==> config.mk <==
export PLATFORM = sky130hd
export DESIGN_NAME = track_activity_minute_stats_top_flat
export DESIGN_NICKNAME = d
export VERILOG_FILES = /design/src/rtl/tams_pkg.sv /design/src/rtl/tams_if.sv /design/src/rtl/tams_sqrt.sv /design/src/rtl/tams_ctrl.sv /design/src/rtl/track_activity_minute_stats_top.sv /design/src/flat_wrapper.sv
export SDC_FILE = /design/constraint.sdc
export NUM_CORES = 2
export LEC_CHECK = 0
export BUFFER_PORTS_ARGS = -buffer_cell sky130_fd_sc_hd__buf_2
export CORE_ASPECT_RATIO = 1.5
export CORE_UTILIZATION = 45
export DETAILED_ROUTE_END_ITERATION = 8
export GPL_TIMING_DRIVEN = 0
export SKIP_CTS_REPAIR_TIMING = 1
export SLEW_MARGIN = 20
export SYNTH_ARGS = -nofsm -noshare
export SYNTH_HDL_FRONTEND = slang
export SYNTH_SLANG_ARGS = --single-unit
==> constraint.sdc <==
create_clock -name clk_i -period 10.7 [get_ports clk_i]
set_input_delay 2.14 -clock clk_i [delete_from_list [all_inputs] [get_ports clk_i]]
set_output_delay 2.14 -clock clk_i [all_outputs]
set_load 0.1 [all_outputs]
==> src/rtl/tams_pkg.sv <==
// Shared types, widths and codes for the activity minute statistics block.
package tams_pkg;

  localparam int CENTER_W   = 12;
  localparam int RSQ_W      = 25;
  localparam int SCALE_W    = 16;
  localparam int THR_W      = 19;
  localparam int CNT_W      = 16;
  localparam int STEP_W     = 17;
  localparam int WSUM_W     = 19;
  localparam int PATH_W     = 33;
  localparam int SPEED_W    = 35;
  localparam int CFG_IDX_W  = 3;
  localparam int CFG_DATA_W = 32;

  localparam logic [SCALE_W-1:0] SCALE_RST = 16'hFFFF;
  localparam logic [CNT_W-1:0]   FPM_RST   = 16'd1800;

  localparam logic [2:0] SQ_ROOT_GO = 3'd3;
  localparam logic [2:0] SQ_LAST    = 3'd4;

  typedef enum logic [CFG_IDX_W-1:0] {
    CFG_CENTER_X      = 3'd0,
    CFG_CENTER_Y      = 3'd1,
    CFG_INNER_RSQ     = 3'd2,
    CFG_DIST_SCALE    = 3'd3,
    CFG_ACT_THRESHOLD = 3'd4,
    CFG_FRAMES_PER_MIN = 3'd5
  } cfg_idx_e;

  typedef enum logic [2:0] {
    ST_IDLE,
    ST_SQUARE,
    ST_ROOT,
    ST_SCALE,
    ST_FINISH
  } state_e;

  typedef struct packed {
    logic       in_ready;
    logic       sq_en;
    logic [2:0] sq_idx;
    logic       sqrt_start;
    logic       scale_en;
    logic       finish;
  } ctrl_t;

  typedef struct packed {
    logic [STEP_W-1:0]  step_length;
    logic [WSUM_W-1:0]  window_sum;
    logic               window_full;
    logic               is_active;
    logic               is_shift;
    logic               is_inner;
    logic               minute_done;
    logic [PATH_W-1:0]  minute_path;
    logic [SPEED_W-1:0] minute_active_speed_sum;
    logic [CNT_W-1:0]   minute_active_frames;
    logic [CNT_W-1:0]   minute_shifts;
    logic [CNT_W-1:0]   minute_inner_frames;
  } res_t;

endpackage

==> src/rtl/tams_if.sv <==
// Handshake channel interfaces: position input, result output, register write.
interface tams_in_if #(
  parameter int COORD_BITS = 12
) ();
  logic                  valid;
  logic                  ready;
  logic [COORD_BITS-1:0] pos_x;
  logic [COORD_BITS-1:0] pos_y;
  logic                  end_of_track;

  modport source (output valid, output pos_x, output pos_y, output end_of_track,
                  input ready);
  modport sink   (input valid, input pos_x, input pos_y, input end_of_track,
                  output ready);
endinterface

interface tams_out_if import tams_pkg::*; ();
  logic               valid;
  logic               ready;
  logic [STEP_W-1:0]  step_length;
  logic [WSUM_W-1:0]  window_sum;
  logic               window_full;
  logic               is_active;
  logic               is_shift;
  logic               is_inner;
  logic               minute_done;
  logic [PATH_W-1:0]  minute_path;
  logic [SPEED_W-1:0] minute_active_speed_sum;
  logic [CNT_W-1:0]   minute_active_frames;
  logic [CNT_W-1:0]   minute_shifts;
  logic [CNT_W-1:0]   minute_inner_frames;

  modport source (output valid, output step_length, output window_sum,
                  output window_full, output is_active, output is_shift,
                  output is_inner, output minute_done, output minute_path,
                  output minute_active_speed_sum, output minute_active_frames,
                  output minute_shifts, output minute_inner_frames, input ready);
  modport sink   (input valid, input step_length, input window_sum,
                  input window_full, input is_active, input is_shift,
                  input is_inner, input minute_done, input minute_path,
                  input minute_active_speed_sum, input minute_active_frames,
                  input minute_shifts, input minute_inner_frames, output ready);
endinterface

interface tams_cfg_if import tams_pkg::*; ();
  logic                  valid;
  logic                  ready;
  logic [CFG_IDX_W-1:0]  index;
  logic [CFG_DATA_W-1:0] data;

  modport source (output valid, output index, output data, input ready);
  modport sink   (input valid, input index, input data, output ready);
endinterface

==> src/rtl/tams_sqrt.sv <==
// Bit-pair restoring integer square root, one result bit per cycle.
module tams_sqrt #(
  parameter int RW = 17
) (
  input  logic            clk_i,
  input  logic            rst_ni,
  input  logic            start_i,
  input  logic [2*RW-1:0] rad_i,
  output logic            busy_o,
  output logic [RW-1:0]   root_o
);

  localparam int CW = (RW > 1) ? $clog2(RW) : 1;

  logic [2*RW-1:0] rad_q;
  logic [RW-1:0]   rem_q;
  logic [RW-1:0]   root_q;
  logic [CW-1:0]   cnt_q;
  logic            busy_q;

  logic [RW+1:0] rem_s;
  logic [RW+1:0] trial;
  logic [RW+1:0] diff;
  logic          take;

  assign rem_s = {rem_q, rad_q[2*RW-1 -: 2]};
  assign trial = {root_q, 2'b01};
  assign take  = rem_s >= trial;
  assign diff  = rem_s - trial;

  always_ff @(posedge clk_i or negedge rst_ni) begin
    if (!rst_ni) begin
      busy_q <= 1'b0;
      cnt_q  <= '0;
    end else if (start_i) begin
      busy_q <= 1'b1;
      cnt_q  <= CW'(RW - 1);
    end else if (busy_q) begin
      cnt_q <= cnt_q - 1'b1;
      if (cnt_q == '0) begin
        busy_q <= 1'b0;
      end
    end
  end

  always_ff @(posedge clk_i) begin
    if (start_i) begin
      rad_q  <= rad_i;
      rem_q  <= '0;
      root_q <= '0;
    end else if (busy_q) begin
      rad_q  <= {rad_q[2*RW-3:0], 2'b00};
      rem_q  <= take ? diff[RW-1:0] : rem_s[RW-1:0];
      root_q <= {root_q[RW-2:0], take};
    end
  end

  assign busy_o = busy_q;
  assign root_o = root_q;

endmodule

==> src/rtl/tams_ctrl.sv <==
// Sequencer: accept, square phases, root iterations, scaling, result load.
module tams_ctrl import tams_pkg::*; (
  input  logic  clk_i,
  input  logic  rst_ni,
  input  logic  in_fire_i,
  input  logic  sqrt_busy_i,
  input  logic  out_free_i,
  output ctrl_t ctrl_o
);

  state_e     state_q, state_d;
  logic [2:0] cnt_q, cnt_d;

  always_ff @(posedge clk_i or negedge rst_ni) begin
    if (!rst_ni) begin
      state_q <= ST_IDLE;
      cnt_q   <= '0;
    end else begin
      state_q <= state_d;
      cnt_q   <= cnt_d;
    end
  end

  always_comb begin
    state_d = state_q;
    cnt_d   = cnt_q;
    unique case (state_q)
      ST_IDLE: begin
        if (in_fire_i) begin
          state_d = ST_SQUARE;
          cnt_d   = '0;
        end
      end
      ST_SQUARE: begin
        cnt_d = cnt_q + 3'd1;
        if (cnt_q == SQ_LAST) begin
          state_d = ST_ROOT;
        end
      end
      ST_ROOT: begin
        if (!sqrt_busy_i) begin
          state_d = ST_SCALE;
        end
      end
      ST_SCALE: begin
        state_d = ST_FINISH;
      end
      ST_FINISH: begin
        if (out_free_i) begin
          state_d = ST_IDLE;
        end
      end
      default: begin
        state_d = ST_IDLE;
      end
    endcase
  end

  always_comb begin
    ctrl_o            = '0;
    ctrl_o.sq_idx     = cnt_q;
    ctrl_o.in_ready   = (state_q == ST_IDLE);
    ctrl_o.sq_en      = (state_q == ST_SQUARE);
    ctrl_o.sqrt_start = (state_q == ST_SQUARE) && (cnt_q == SQ_ROOT_GO);
    ctrl_o.scale_en   = (state_q == ST_SCALE);
    ctrl_o.finish     = (state_q == ST_FINISH) && out_free_i;
  end

endmodule

==> src/rtl/track_activity_minute_stats_top.sv <==
// Activity minute statistics: step length, window activity, zone and minute totals.
//
//   channel  dir  handshake          payload
//   in_i     in   valid / ready      pos_x, pos_y, end_of_track
//   out_o    out  valid / ready      step and window flags, minute totals
//   cfg_i    in   valid / ready (=1) index, data
//
// A new item is accepted only after the previous one is loaded into the output
// register; the bit-pair square root loop yields one result bit per cycle.
// Squares and scaling share one multiplier.
// Reset clears all running state and loads register defaults.
// A stalled output holds one result; the next item is accepted meanwhile and
// waits in its last step until the output register frees.
module track_activity_minute_stats_top import tams_pkg::*; #(
  parameter int COORD_BITS = 12,
  parameter int WINDOW_LEN = 5,
  parameter int FRAC_BITS  = 4
) (
  input  logic         clk_i,
  input  logic         rst_ni,
  tams_in_if.sink      in_i,
  tams_out_if.source   out_o,
  tams_cfg_if.sink     cfg_i
);

  localparam int HIST_LEN = WINDOW_LEN - 1;
  localparam int FW       = $clog2(HIST_LEN + 1);
  localparam int SW       = STEP_W + $clog2(WINDOW_LEN);
  localparam int CMP_W    = (SW > THR_W) ? SW : THR_W;
  localparam int DW       = (COORD_BITS > CENTER_W) ? COORD_BITS : CENTER_W;
  localparam int RW       = COORD_BITS + 1 + FRAC_BITS;
  localparam int D2_W     = 2 * COORD_BITS + 1;
  localparam int DC_W     = 2 * DW + 1;
  localparam int IN_CMP_W = (DC_W > RSQ_W) ? DC_W : RSQ_W;
  localparam int MA_W     = (DW > RW) ? DW : RW;
  localparam int MB_W     = (DW > SCALE_W) ? DW : SCALE_W;
  localparam int PW       = MA_W + MB_W;

  // configuration
  logic [CENTER_W-1:0] cx_q, cy_q;
  logic [RSQ_W-1:0]    rsq_q;
  logic [SCALE_W-1:0]  scale_q;
  logic [THR_W-1:0]    thr_q;
  logic [CNT_W-1:0]    fpm_q;

  assign cfg_i.ready = 1'b1;

  always_ff @(posedge clk_i or negedge rst_ni) begin
    if (!rst_ni) begin
      cx_q    <= '0;
      cy_q    <= '0;
      rsq_q   <= '0;
      scale_q <= SCALE_RST;
      thr_q   <= '0;
      fpm_q   <= FPM_RST;
    end else if (cfg_i.valid) begin
      unique case (cfg_idx_e'(cfg_i.index))
        CFG_CENTER_X:       cx_q    <= cfg_i.data[CENTER_W-1:0];
        CFG_CENTER_Y:       cy_q    <= cfg_i.data[CENTER_W-1:0];
        CFG_INNER_RSQ:      rsq_q   <= cfg_i.data[RSQ_W-1:0];
        CFG_DIST_SCALE:     scale_q <= cfg_i.data[SCALE_W-1:0];
        CFG_ACT_THRESHOLD:  thr_q   <= cfg_i.data[THR_W-1:0];
        CFG_FRAMES_PER_MIN: fpm_q   <= cfg_i.data[CNT_W-1:0];
        default: ;
      endcase
    end
  end

  // sequencer
  ctrl_t ctrl;
  logic  in_fire;
  logic  out_vld_q;
  logic  out_free;
  logic  sqrt_busy;
  res_t  res_q, res_d;

  assign in_fire  = in_i.valid && ctrl.in_ready;
  assign out_free = !out_vld_q || out_o.ready;
  assign in_i.ready = ctrl.in_ready;

  tams_ctrl u_ctrl (
    .clk_i      (clk_i),
    .rst_ni     (rst_ni),
    .in_fire_i  (in_fire),
    .sqrt_busy_i(sqrt_busy),
    .out_free_i (out_free),
    .ctrl_o     (ctrl)
  );

  // item latch
  logic [COORD_BITS-1:0] x_q, y_q;
  logic                  eot_q;

  always_ff @(posedge clk_i) begin
    if (in_fire) begin
      x_q   <= in_i.pos_x;
      y_q   <= in_i.pos_y;
      eot_q <= in_i.end_of_track;
    end
  end

  // running state
  logic [COORD_BITS-1:0] last_x_q, last_y_q;
  logic                  have_last_q;
  logic [STEP_W-1:0]     hist_q [HIST_LEN];
  logic [SW-1:0]         hist_sum_q;
  logic [FW-1:0]         fill_q;
  logic                  last_active_q;
  logic [CNT_W-1:0]      fim_q;
  logic [PATH_W-1:0]     acc_path_q;
  logic [SPEED_W-1:0]    acc_speed_q;
  logic [CNT_W-1:0]      acc_active_q, acc_shifts_q, acc_inner_q;

  // shared multiplier: squared differences, then root times scale
  logic [DW-1:0]   op_p, op_q, diff;
  logic [MA_W-1:0] mul_a;
  logic [MB_W-1:0] mul_b;
  logic [PW-1:0]   prod_d, prod_q;
  logic [RW-1:0]   root;
  logic [D2_W-1:0] d2_q;
  logic [DC_W-1:0] dc_q;

  always_comb begin
    unique case (ctrl.sq_idx)
      3'd0: begin
        op_p = DW'(x_q);
        op_q = DW'(last_x_q);
      end
      3'd1: begin
        op_p = DW'(y_q);
        op_q = DW'(last_y_q);
      end
      3'd2: begin
        op_p = DW'(x_q);
        op_q = DW'(cx_q);
      end
      3'd3: begin
        op_p = DW'(y_q);
        op_q = DW'(cy_q);
      end
      default: begin
        op_p = '0;
        op_q = '0;
      end
    endcase
  end

  assign diff   = (op_p >= op_q) ? (op_p - op_q) : (op_q - op_p);
  assign mul_a  = ctrl.scale_en ? MA_W'(root) : MA_W'(diff);
  assign mul_b  = ctrl.scale_en ? MB_W'(scale_q) : MB_W'(diff);
  assign prod_d = mul_a * mul_b;

  always_ff @(posedge clk_i) begin
    if (ctrl.sq_en || ctrl.scale_en) begin
      prod_q <= prod_d;
    end
    if (in_fire) begin
      d2_q <= '0;
      dc_q <= '0;
    end else if (ctrl.sq_en) begin
      unique case (ctrl.sq_idx)
        3'd1, 3'd2: d2_q <= d2_q + D2_W'(prod_q);
        3'd3, 3'd4: dc_q <= dc_q + DC_W'(prod_q);
        default: ;
      endcase
    end
  end

  tams_sqrt #(.RW(RW)) u_sqrt (
    .clk_i  (clk_i),
    .rst_ni (rst_ni),
    .start_i(ctrl.sqrt_start),
    .rad_i  ((2 * RW)'(d2_q) << (2 * FRAC_BITS)),
    .busy_o (sqrt_busy),
    .root_o (root)
  );

  // result of the item
  logic [PW-1:0]      scaled;
  logic [STEP_W-1:0]  step;
  logic [SW-1:0]      sum;
  logic               full, active, shift, inner, done;
  logic [CNT_W-1:0]   fim_n;
  logic [PATH_W-1:0]  path_n;
  logic [SPEED_W-1:0] speed_n;
  logic [CNT_W-1:0]   active_n, shifts_n, inner_n;

  always_comb begin
    scaled   = prod_q >> SCALE_W;
    step     = have_last_q ? STEP_W'(scaled) : '0;
    sum      = SW'(step) + hist_sum_q;
    full     = (fill_q == FW'(HIST_LEN));
    active   = full && (CMP_W'(sum) >= CMP_W'(thr_q));
    shift    = active ^ last_active_q;
    inner    = IN_CMP_W'(dc_q) <= IN_CMP_W'(rsq_q);
    fim_n    = fim_q + 1'b1;
    done     = eot_q || (fim_n == '0) || (fim_n >= fpm_q);
    path_n   = acc_path_q + PATH_W'(step);
    speed_n  = active ? (acc_speed_q + SPEED_W'(sum)) : acc_speed_q;
    active_n = acc_active_q + CNT_W'(active);
    shifts_n = acc_shifts_q + CNT_W'(shift);
    inner_n  = acc_inner_q + CNT_W'(inner);

    res_d                         = '0;
    res_d.step_length             = step;
    res_d.window_sum              = WSUM_W'(sum);
    res_d.window_full             = full;
    res_d.is_active               = active;
    res_d.is_shift                = shift;
    res_d.is_inner                = inner;
    res_d.minute_done             = done;
    if (done) begin
      res_d.minute_path             = path_n;
      res_d.minute_active_speed_sum = speed_n;
      res_d.minute_active_frames    = active_n;
      res_d.minute_shifts           = shifts_n;
      res_d.minute_inner_frames     = inner_n;
    end
  end

  always_ff @(posedge clk_i or negedge rst_ni) begin
    if (!rst_ni) begin
      last_x_q      <= '0;
      last_y_q      <= '0;
      have_last_q   <= 1'b0;
      for (int i = 0; i < HIST_LEN; i++) begin
        hist_q[i] <= '0;
      end
      hist_sum_q    <= '0;
      fill_q        <= '0;
      last_active_q <= 1'b0;
      fim_q         <= '0;
      acc_path_q    <= '0;
      acc_speed_q   <= '0;
      acc_active_q  <= '0;
      acc_shifts_q  <= '0;
      acc_inner_q   <= '0;
    end else if (ctrl.finish) begin
      if (eot_q) begin
        last_x_q      <= '0;
        last_y_q      <= '0;
        have_last_q   <= 1'b0;
        for (int i = 0; i < HIST_LEN; i++) begin
          hist_q[i] <= '0;
        end
        hist_sum_q    <= '0;
        fill_q        <= '0;
        last_active_q <= 1'b0;
        fim_q         <= '0;
        acc_path_q    <= '0;
        acc_speed_q   <= '0;
        acc_active_q  <= '0;
        acc_shifts_q  <= '0;
        acc_inner_q   <= '0;
      end else begin
        last_x_q      <= x_q;
        last_y_q      <= y_q;
        have_last_q   <= 1'b1;
        for (int i = HIST_LEN - 1; i > 0; i--) begin
          hist_q[i] <= hist_q[i-1];
        end
        hist_q[0]     <= step;
        hist_sum_q    <= sum - SW'(hist_q[HIST_LEN-1]);
        if (!full) begin
          fill_q <= fill_q + 1'b1;
        end
        last_active_q <= active;
        if (done) begin
          fim_q        <= '0;
          acc_path_q   <= '0;
          acc_speed_q  <= '0;
          acc_active_q <= '0;
          acc_shifts_q <= '0;
          acc_inner_q  <= '0;
        end else begin
          fim_q        <= fim_n;
          acc_path_q   <= path_n;
          acc_speed_q  <= speed_n;
          acc_active_q <= active_n;
          acc_shifts_q <= shifts_n;
          acc_inner_q  <= inner_n;
        end
      end
    end
  end

  // output register
  always_ff @(posedge clk_i or negedge rst_ni) begin
    if (!rst_ni) begin
      out_vld_q <= 1'b0;
    end else if (ctrl.finish) begin
      out_vld_q <= 1'b1;
    end else if (out_o.ready) begin
      out_vld_q <= 1'b0;
    end
  end

  always_ff @(posedge clk_i) begin
    if (ctrl.finish) begin
      res_q <= res_d;
    end
  end

  assign out_o.valid                   = out_vld_q;
  assign out_o.step_length             = res_q.step_length;
  assign out_o.window_sum              = res_q.window_sum;
  assign out_o.window_full             = res_q.window_full;
  assign out_o.is_active               = res_q.is_active;
  assign out_o.is_shift                = res_q.is_shift;
  assign out_o.is_inner                = res_q.is_inner;
  assign out_o.minute_done             = res_q.minute_done;
  assign out_o.minute_path             = res_q.minute_path;
  assign out_o.minute_active_speed_sum = res_q.minute_active_speed_sum;
  assign out_o.minute_active_frames    = res_q.minute_active_frames;
  assign out_o.minute_shifts           = res_q.minute_shifts;
  assign out_o.minute_inner_frames     = res_q.minute_inner_frames;

  a_busy_after_accept: assert property (@(posedge clk_i) disable iff (!rst_ni)
    in_fire |=> !ctrl.in_ready)
    else $error("item accepted while a previous item was in work");

  a_root_idle_on_accept: assert property (@(posedge clk_i) disable iff (!rst_ni)
    in_fire |-> !sqrt_busy)
    else $error("root unit busy at item accept");

  a_root_done_before_scale: assert property (@(posedge clk_i) disable iff (!rst_ni)
    ctrl.scale_en |-> !sqrt_busy)
    else $error("scaling started before the root finished");

  a_result_loaded: assert property (@(posedge clk_i) disable iff (!rst_ni)
    ctrl.finish |=> out_vld_q)
    else $error("finished item not presented at the output");

endmodule
==> src/flat_wrapper.sv <==
// flat-port wrapper written by rule: the top's interface ports become plain ports
module track_activity_minute_stats_top_flat import tams_pkg::*;
#(
  parameter int COORD_BITS = 12,
  parameter int WINDOW_LEN = 5,
  parameter int FRAC_BITS  = 4
)
  (clk_i, rst_ni, in_i_valid, in_i_pos_x, in_i_pos_y, in_i_end_of_track, in_i_ready, out_o_valid, out_o_step_length, out_o_window_sum, out_o_window_full, out_o_is_active, out_o_is_shift, out_o_is_inner, out_o_minute_done, out_o_minute_path, out_o_minute_active_speed_sum, out_o_minute_active_frames, out_o_minute_shifts, out_o_minute_inner_frames, out_o_ready, cfg_i_valid, cfg_i_index, cfg_i_data, cfg_i_ready);
  tams_in_if #(.COORD_BITS(COORD_BITS)) in_i_i ();
  tams_out_if out_o_i ();
  tams_cfg_if cfg_i_i ();
  input  logic clk_i;
  input  logic rst_ni;
  input wire logic [$bits(in_i_i.valid)-1:0] in_i_valid;
  input wire logic [$bits(in_i_i.pos_x)-1:0] in_i_pos_x;
  input wire logic [$bits(in_i_i.pos_y)-1:0] in_i_pos_y;
  input wire logic [$bits(in_i_i.end_of_track)-1:0] in_i_end_of_track;
  output wire logic [$bits(in_i_i.ready)-1:0] in_i_ready;
  output wire logic [$bits(out_o_i.valid)-1:0] out_o_valid;
  output wire logic [$bits(out_o_i.step_length)-1:0] out_o_step_length;
  output wire logic [$bits(out_o_i.window_sum)-1:0] out_o_window_sum;
  output wire logic [$bits(out_o_i.window_full)-1:0] out_o_window_full;
  output wire logic [$bits(out_o_i.is_active)-1:0] out_o_is_active;
  output wire logic [$bits(out_o_i.is_shift)-1:0] out_o_is_shift;
  output wire logic [$bits(out_o_i.is_inner)-1:0] out_o_is_inner;
  output wire logic [$bits(out_o_i.minute_done)-1:0] out_o_minute_done;
  output wire logic [$bits(out_o_i.minute_path)-1:0] out_o_minute_path;
  output wire logic [$bits(out_o_i.minute_active_speed_sum)-1:0] out_o_minute_active_speed_sum;
  output wire logic [$bits(out_o_i.minute_active_frames)-1:0] out_o_minute_active_frames;
  output wire logic [$bits(out_o_i.minute_shifts)-1:0] out_o_minute_shifts;
  output wire logic [$bits(out_o_i.minute_inner_frames)-1:0] out_o_minute_inner_frames;
  input wire logic [$bits(out_o_i.ready)-1:0] out_o_ready;
  input wire logic [$bits(cfg_i_i.valid)-1:0] cfg_i_valid;
  input wire logic [$bits(cfg_i_i.index)-1:0] cfg_i_index;
  input wire logic [$bits(cfg_i_i.data)-1:0] cfg_i_data;
  output wire logic [$bits(cfg_i_i.ready)-1:0] cfg_i_ready;
  assign in_i_i.valid = in_i_valid;
  assign in_i_i.pos_x = in_i_pos_x;
  assign in_i_i.pos_y = in_i_pos_y;
  assign in_i_i.end_of_track = in_i_end_of_track;
  assign in_i_ready = in_i_i.ready;
  assign out_o_valid = out_o_i.valid;
  assign out_o_step_length = out_o_i.step_length;
  assign out_o_window_sum = out_o_i.window_sum;
  assign out_o_window_full = out_o_i.window_full;
  assign out_o_is_active = out_o_i.is_active;
  assign out_o_is_shift = out_o_i.is_shift;
  assign out_o_is_inner = out_o_i.is_inner;
  assign out_o_minute_done = out_o_i.minute_done;
  assign out_o_minute_path = out_o_i.minute_path;
  assign out_o_minute_active_speed_sum = out_o_i.minute_active_speed_sum;
  assign out_o_minute_active_frames = out_o_i.minute_active_frames;
  assign out_o_minute_shifts = out_o_i.minute_shifts;
  assign out_o_minute_inner_frames = out_o_i.minute_inner_frames;
  assign out_o_i.ready = out_o_ready;
  assign cfg_i_i.valid = cfg_i_valid;
  assign cfg_i_i.index = cfg_i_index;
  assign cfg_i_i.data = cfg_i_data;
  assign cfg_i_ready = cfg_i_i.ready;
  track_activity_minute_stats_top #(.COORD_BITS(COORD_BITS), .WINDOW_LEN(WINDOW_LEN), .FRAC_BITS(FRAC_BITS)) u_core (.clk_i(clk_i), .rst_ni(rst_ni), .in_i(in_i_i), .out_o(out_o_i), .cfg_i(cfg_i_i));
endmodule
-- Word-level counts from Yosys, hierarchy flattened
Cells that the tools add are included.
- input bits: 65
- bits in registers: 687
- output and inout bits: 160
- word-level logic and storage cells: 167
- multiply operators: 1
- reduce and logical (&&, ||, !) cells: 32
- multiplexer cells: 44
- eq/ne operators: 19
- bitwise gates (word level): 1
- add/sub/neg operators: 16
- order comparisons: 5
- operators by type and width (operator ; count):
    $mux 16 ; 9
    $mux 33 ; 4
    $mux 35 ; 3
    $mux 68 ; 1
    $mux 17 ; 3
    $add 25x25->25 ; 2
    $add 16x1->16 ; 3
    $pmux 12 s4 ; 1
    $mux 12 ; 3
    $add 35x20->35 ; 1
    $add 33x17->33 ; 1
    $mul 17x16->33 ; 1
    $le 25x25->1 ; 1
    $pmux 12 s2 ; 1
    $sub 12x12->12 ; 2
    $mux 3 ; 7
    $add 17x20->20 ; 1
    $ge 20x19->1 ; 1
    $mux 20 ; 1
    $reduce_and 2->1 ; 10
    $sub 20x17->20 ; 1
    $ge 19x19->1 ; 1
    $eq 3x2->1 const B ; 6
    $sub 17x17->17 ; 1
    23 further kinds ; 53

-- Depth between registers and ports, before layout
- word-level depth: 8
- mapped depth: 43
- mapped depth without buffers: 40

-- Modules after synthesis
From an unflattened synthesis, not the netlist that was laid out.
- cells, all modules: 4865
- area total of the unflattened synthesis: 47355.4 µm²
- by module, submodules not included (module ; area an instance (µm²) ; cells an instance ; instances ; seq. area each (µm²)):
    track_activity_minute_stats_top ; 43098.8 ; 4468 ; 1 ; 16240.6
    tams_sqrt ; 3923.8 ; 365 ; 1 ; 1851.8
    tams_ctrl ; 332.8 ; 32 ; 1 ; 150.1

-- Worst setup path after synthesis
Ideal clock, no wire load.
- path kind: flip-flop to flip-flop
- from: register u_core.u_ctrl.cnt_q[2]
- to: register u_core.prod_q[31] (data pin)
- slack: 0.922 ns
- path buffers: 4
- library setup time: 0.265 ns
- cell stages (with the launch flop): 41
- period minus slack after synthesis: 9.778 ns
- data required time: 10.435 ns
- arrival time: 9.513 ns
- cell sequence: dfrtp_1 -> clkbuf_1 -> inv_1 -> ha_1 -> clkbuf_1 -> a21oi_1 -> inv_1 -> ha_1 -> inv_1 -> fa_1 -> a21o_1 -> a211oi_1 -> o221ai_1 -> a211oi_2 -> buf_4 -> a31oi_1 -> xnor2_1 -> a21oi_1 -> [5 not listed] -> inv_1 -> fa_1 -> inv_1 -> fa_1 -> fa_1 -> inv_1 -> fa_1 -> inv_1 -> ha_1 -> and3_1 -> a211o_1 -> a21oi_1 -> o21ai_0 -> a311oi_1 -> o21ai_0 -> a31oi_1 -> o21ai_0 -> xor2_1
- word-level cells in the longest chain between the ends: 7
- elaborated cells between the ends (all ways): 15
- classes of those cells: add/sub (2); mul (1); order compare (1); eq/ne (3); mux (5); reduce/logical (3)
- RTL lines (element ; RTL line ; source):
    start, declared ; tams_ctrl.sv:12 ; logic [2:0] cnt_q, cnt_d;
    start signal, assigned ; tams_ctrl.sv:20 ; cnt_q <= cnt_d;
    $eq 3x1->1, or another cell as far along ; track_activity_minute_stats_top.sv:124 ; unique case (ctrl.sq_idx)
    $reduce_or 2->1 (no source line) ; - ;
    $pmux 12 s2 ; track_activity_minute_stats_top.sv:124 ;
    $sub 12x12->12 or $ge 12x12->1 (tied branches) ; track_activity_minute_stats_top.sv:148 ; assign diff = (op_p >= op_q) ? (op_p - op_q) : (op_q - op_p);
    $mux 12 (*) ; track_activity_minute_stats_top.sv:148 ;
    $mux 17 or $mux 16 (tied branches) ; track_activity_minute_stats_top.sv:149, track_activity_minute_stats_top.sv:150 ;
    $mul 17x16->33 (*) ; track_activity_minute_stats_top.sv:151 ; assign prod_d = mul_a * mul_b;
    named net u_core.prod_d[31] ; track_activity_minute_stats_top.sv:118 ; logic [PW-1:0] prod_d, prod_q;
    end signal, assigned ; track_activity_minute_stats_top.sv:155 ; prod_q <= prod_d;
    end, declared ; track_activity_minute_stats_top.sv:118 ;
The timed path passes the listed nets; every way through them passes the cells marked *.
A chain may end at the register's enable or synchronous reset.

-- Worst setup path in the final report
- from: register u_core.u_ctrl.cnt_q[0]
- to: register u_core.prod_q[29] (data pin)
The elaborated chain is that of the path after synthesis.

==> results.yml <==
sta:
  tightest_slew_ns: 1.042
  relSlewSlack_pct: 30.06
  setup_slack_ns: 0.3077
  layout_min_cycle_time_ns: 10.39
  finalSetupViolations: 0
  post-route-period-util_pct: 97.12
  finalMaxSlewViolations: 0
  fmax_mhz: 96.22
  skew_ns: 0.03317
  hold_viol: 0
clock_network:
  cts_max_level: 3
  clkSinkCount: 687
  clkLatencyLatePin_ns: 0.67
  cts-root-buf: "clkbuf_16"
  clk_pin_slew_ns: 0.06
  cts_tree: "yes"
  cts.path.max_buffers: 3
  cts_buffers: 72
worst_setup_path:
  arrival_ns: 10.78
  endpoint_kind: "register"
  reg2regPathDepth: 37
  critPathKind: "register to register"
  crit_buf_inv: 6
  crit_fanout: 7
  critPathTopFamily: "adder cells"
  regToRegSetupSlack_ns: 0.31
  max_stage_delay_ns: 0.59
  cp_common_cell: "fa_1"
  crit_path_top_delay_cell: "fa_1"
  required_ns: 11.09
  start_kind: "register"
  crit_cells: 37
logic_synthesis:
  synth_cell_types: 89
  yosysMostFrequentCell: "nand2_1"
  async_reset_ff_share_pct: 52.69
  synth_top_area_share_pct: 18.62
  syn_nets: 5423
  synth_edf_count: 240
  synthTopCellsByCount: "nand2_1 (699), inv_1 (449), dfrtp_1 (342), ha_1 (342), nor2_1 (311)"
  yosys.area.top_type: "dfrtp_1"
  syn_avg_cell_area_um2: 9.576
  ys_warn_count: 0
  synthTopCellsByArea: "dfrtp_1 (19%), edfxtp_1 (16%), fa_1 (9.4%)"
  synthCells: 4800
  synth_area_um2: 45960
  ys.flop_type: "dfrtp_1"
  ys_ff_latch: 687
  synth.yosys.seq_area_share_pct: 39.15
grt:
  grt_first_pass_wirelength_mm: 211.9
  antenna_found_initial: 5
  grt_pass1_vias: 36400
  grt_use_total_pct: 26.90
  grt.overflow.total: 0
  grt_max_degree: 89
routing:
  wire_per_inst_um: 21.57
  dr.pass1.iters: 8
  via_count: 36030
  wirelength_mm: 139.8
  routed_via_density: 5.559
  drtIter0Drc: 2428
  ant_nets: 0
  drc: 0
min_path:
  hold_depth: 2
  holdCritPathClass: "register to register"
finish:
  stdcell_area_um2: 51960
  seqCellArea_um2: 17990
  multi_input_area_um2: 25840
  nNetsFinal: 5734
  fill_cells: 9475
  drive_gt1_share_pct: 11.49
  syn_to_final_growth_pct: 13.05
placement:
  port_buffers: 216
  place_ws_ns: -2.414
  gp_congestion: 0.9543
  placedInstanceArea_um2: 48940
  post-dp-hpwl_mm: 109.6
floorplanning:
  placementRows: 143
  initial_utilization_pct: 45.39
  fp.coreArea_um2: 101300
  die_w_um: 262.9
  die_area_um2: 103400
  dieHeight_um: 393.4
  num_io_pins: 225
status:
  status: "finished clean"
flow_run:
  cap_violations: 0
[layout make-up]
type	count	share of cell area [%]
plain buffers	205	1.760
flip-flops and latches	687	34.63
diodes	5	0.02408
well taps	1305	3.142
clock inverters	37	0.8380
inverters	450	3.256
clock buffers	97	3.865
repair buffers	239	2.743
multi-input cells	3456	49.74
[metal layers]
metal / vias up / track usage, % / share of wire, %
met5: - / 0 / 0
met4: 0 / 19.87 / 8.4
met3: 363 / 2.683 / 3.8
met2: 961 / 48.52 / 51
met1: 17590 / 29.17 / 37
li1: 17110 / - / -
[worst paths after layout]
kind | from | endpoint
max in group asynchronous | rst_ni | u_core.cx_q[6]
min in group asynchronous | rst_ni | u_core.acc_shifts_q[8]
worst min-delay path | u_core.hist_q[31] | u_core.hist_q[31]
worst max register to register | u_core.u_ctrl.cnt_q[0] | u_core.prod_q[29]
worst max-delay path | u_core.u_ctrl.cnt_q[0] | u_core.prod_q[29]
worst min register to register | u_core.hist_q[31] | u_core.hist_q[31]
[placed cells by master (no fill, tap or decap), drive strengths merged, types with 41 or more instances in the layout]
cell type	netlist	final
clkbuf	152	239
o21ai	344	344
xor2	70	70
dfrtp	342	342
a21o	97	97
nand2	700	700
mux2i	58	58
xnor2	166	166
edfxtp	240	240
and2	69	69
fa	216	216
buf	55	302
mux2	61	61
nor3	45	45
nor2	312	312
nand3b	79	79
dfxtp	85	85
a21oi	226	226
inv	450	458
nand3	59	59
ha	342	342
and3	94	94
o31ai	68	68
nand4	41	41
[logic make-up (layout without fill, tap and decap cells)]
family,after synthesis,count (layout),share of synthesized area (%)
AO/OA/AOI/OAI,1008,1008,13.86
buffers and inverters,657,1028,5.542
AND/OR/NAND/NOR,1534,1534,15.45
multiplexers,119,119,2.758
flip-flops,687,687,39.15
adder cells (fa/ha/maj),558,558,18.72
other,1,6,0.008159
XOR/XNOR,236,236,4.513
[state kept, by name, indices dropped and copies added, names as in the netlist, 17 cells and up]
signal	count
u_core.acc_speed_q	35
u_core.rsq_q	25
u_core.out_o.window_sum	19
u_core.out_o.minute_path	33
u_core.u_sqrt.rad_q	26
u_core.dc_q	25
u_core.prod_q	33
u_core.u_sqrt.root_o	17
u_core.out_o.minute_active_speed_sum	35
u_core.acc_path_q	33
u_core.out_o.step_length	17
u_core.u_sqrt.rem_q	17
u_core.thr_q	19
u_core.hist_sum_q	20
u_core.hist_q	68
u_core.d2_q	25
[worst min-delay path: cells and delay by family, from the launching register on]
kind	cells	cell delay [ns]
DFF	1	0.34
and+or+nand+nor	2	0.10
[through the flow]
| stage | hold slack [ns] | utilization [%] | setup TNS, ns | cells |
|---|---|---|---|---|
| after global routing | 0.4793 | 51.31 | -0.1106 | 6480 |
| after floorplan | 0.4389 | - | 0 | 4800 |
| final | 0.4674 | 51.31 | 0 | 6481 |
| after global placement | 0.4493 | 48.07 | -301.17 | 6321 |
| after detailed placement | 0.4556 | 48.33 | -29.34 | 6331 |
| after CTS | 0.4698 | 50.74 | -29.98 | 6465 |
Power is not shown: default switching activity piles up to over one toggle a cycle in this logic, so the estimate is an artifact.
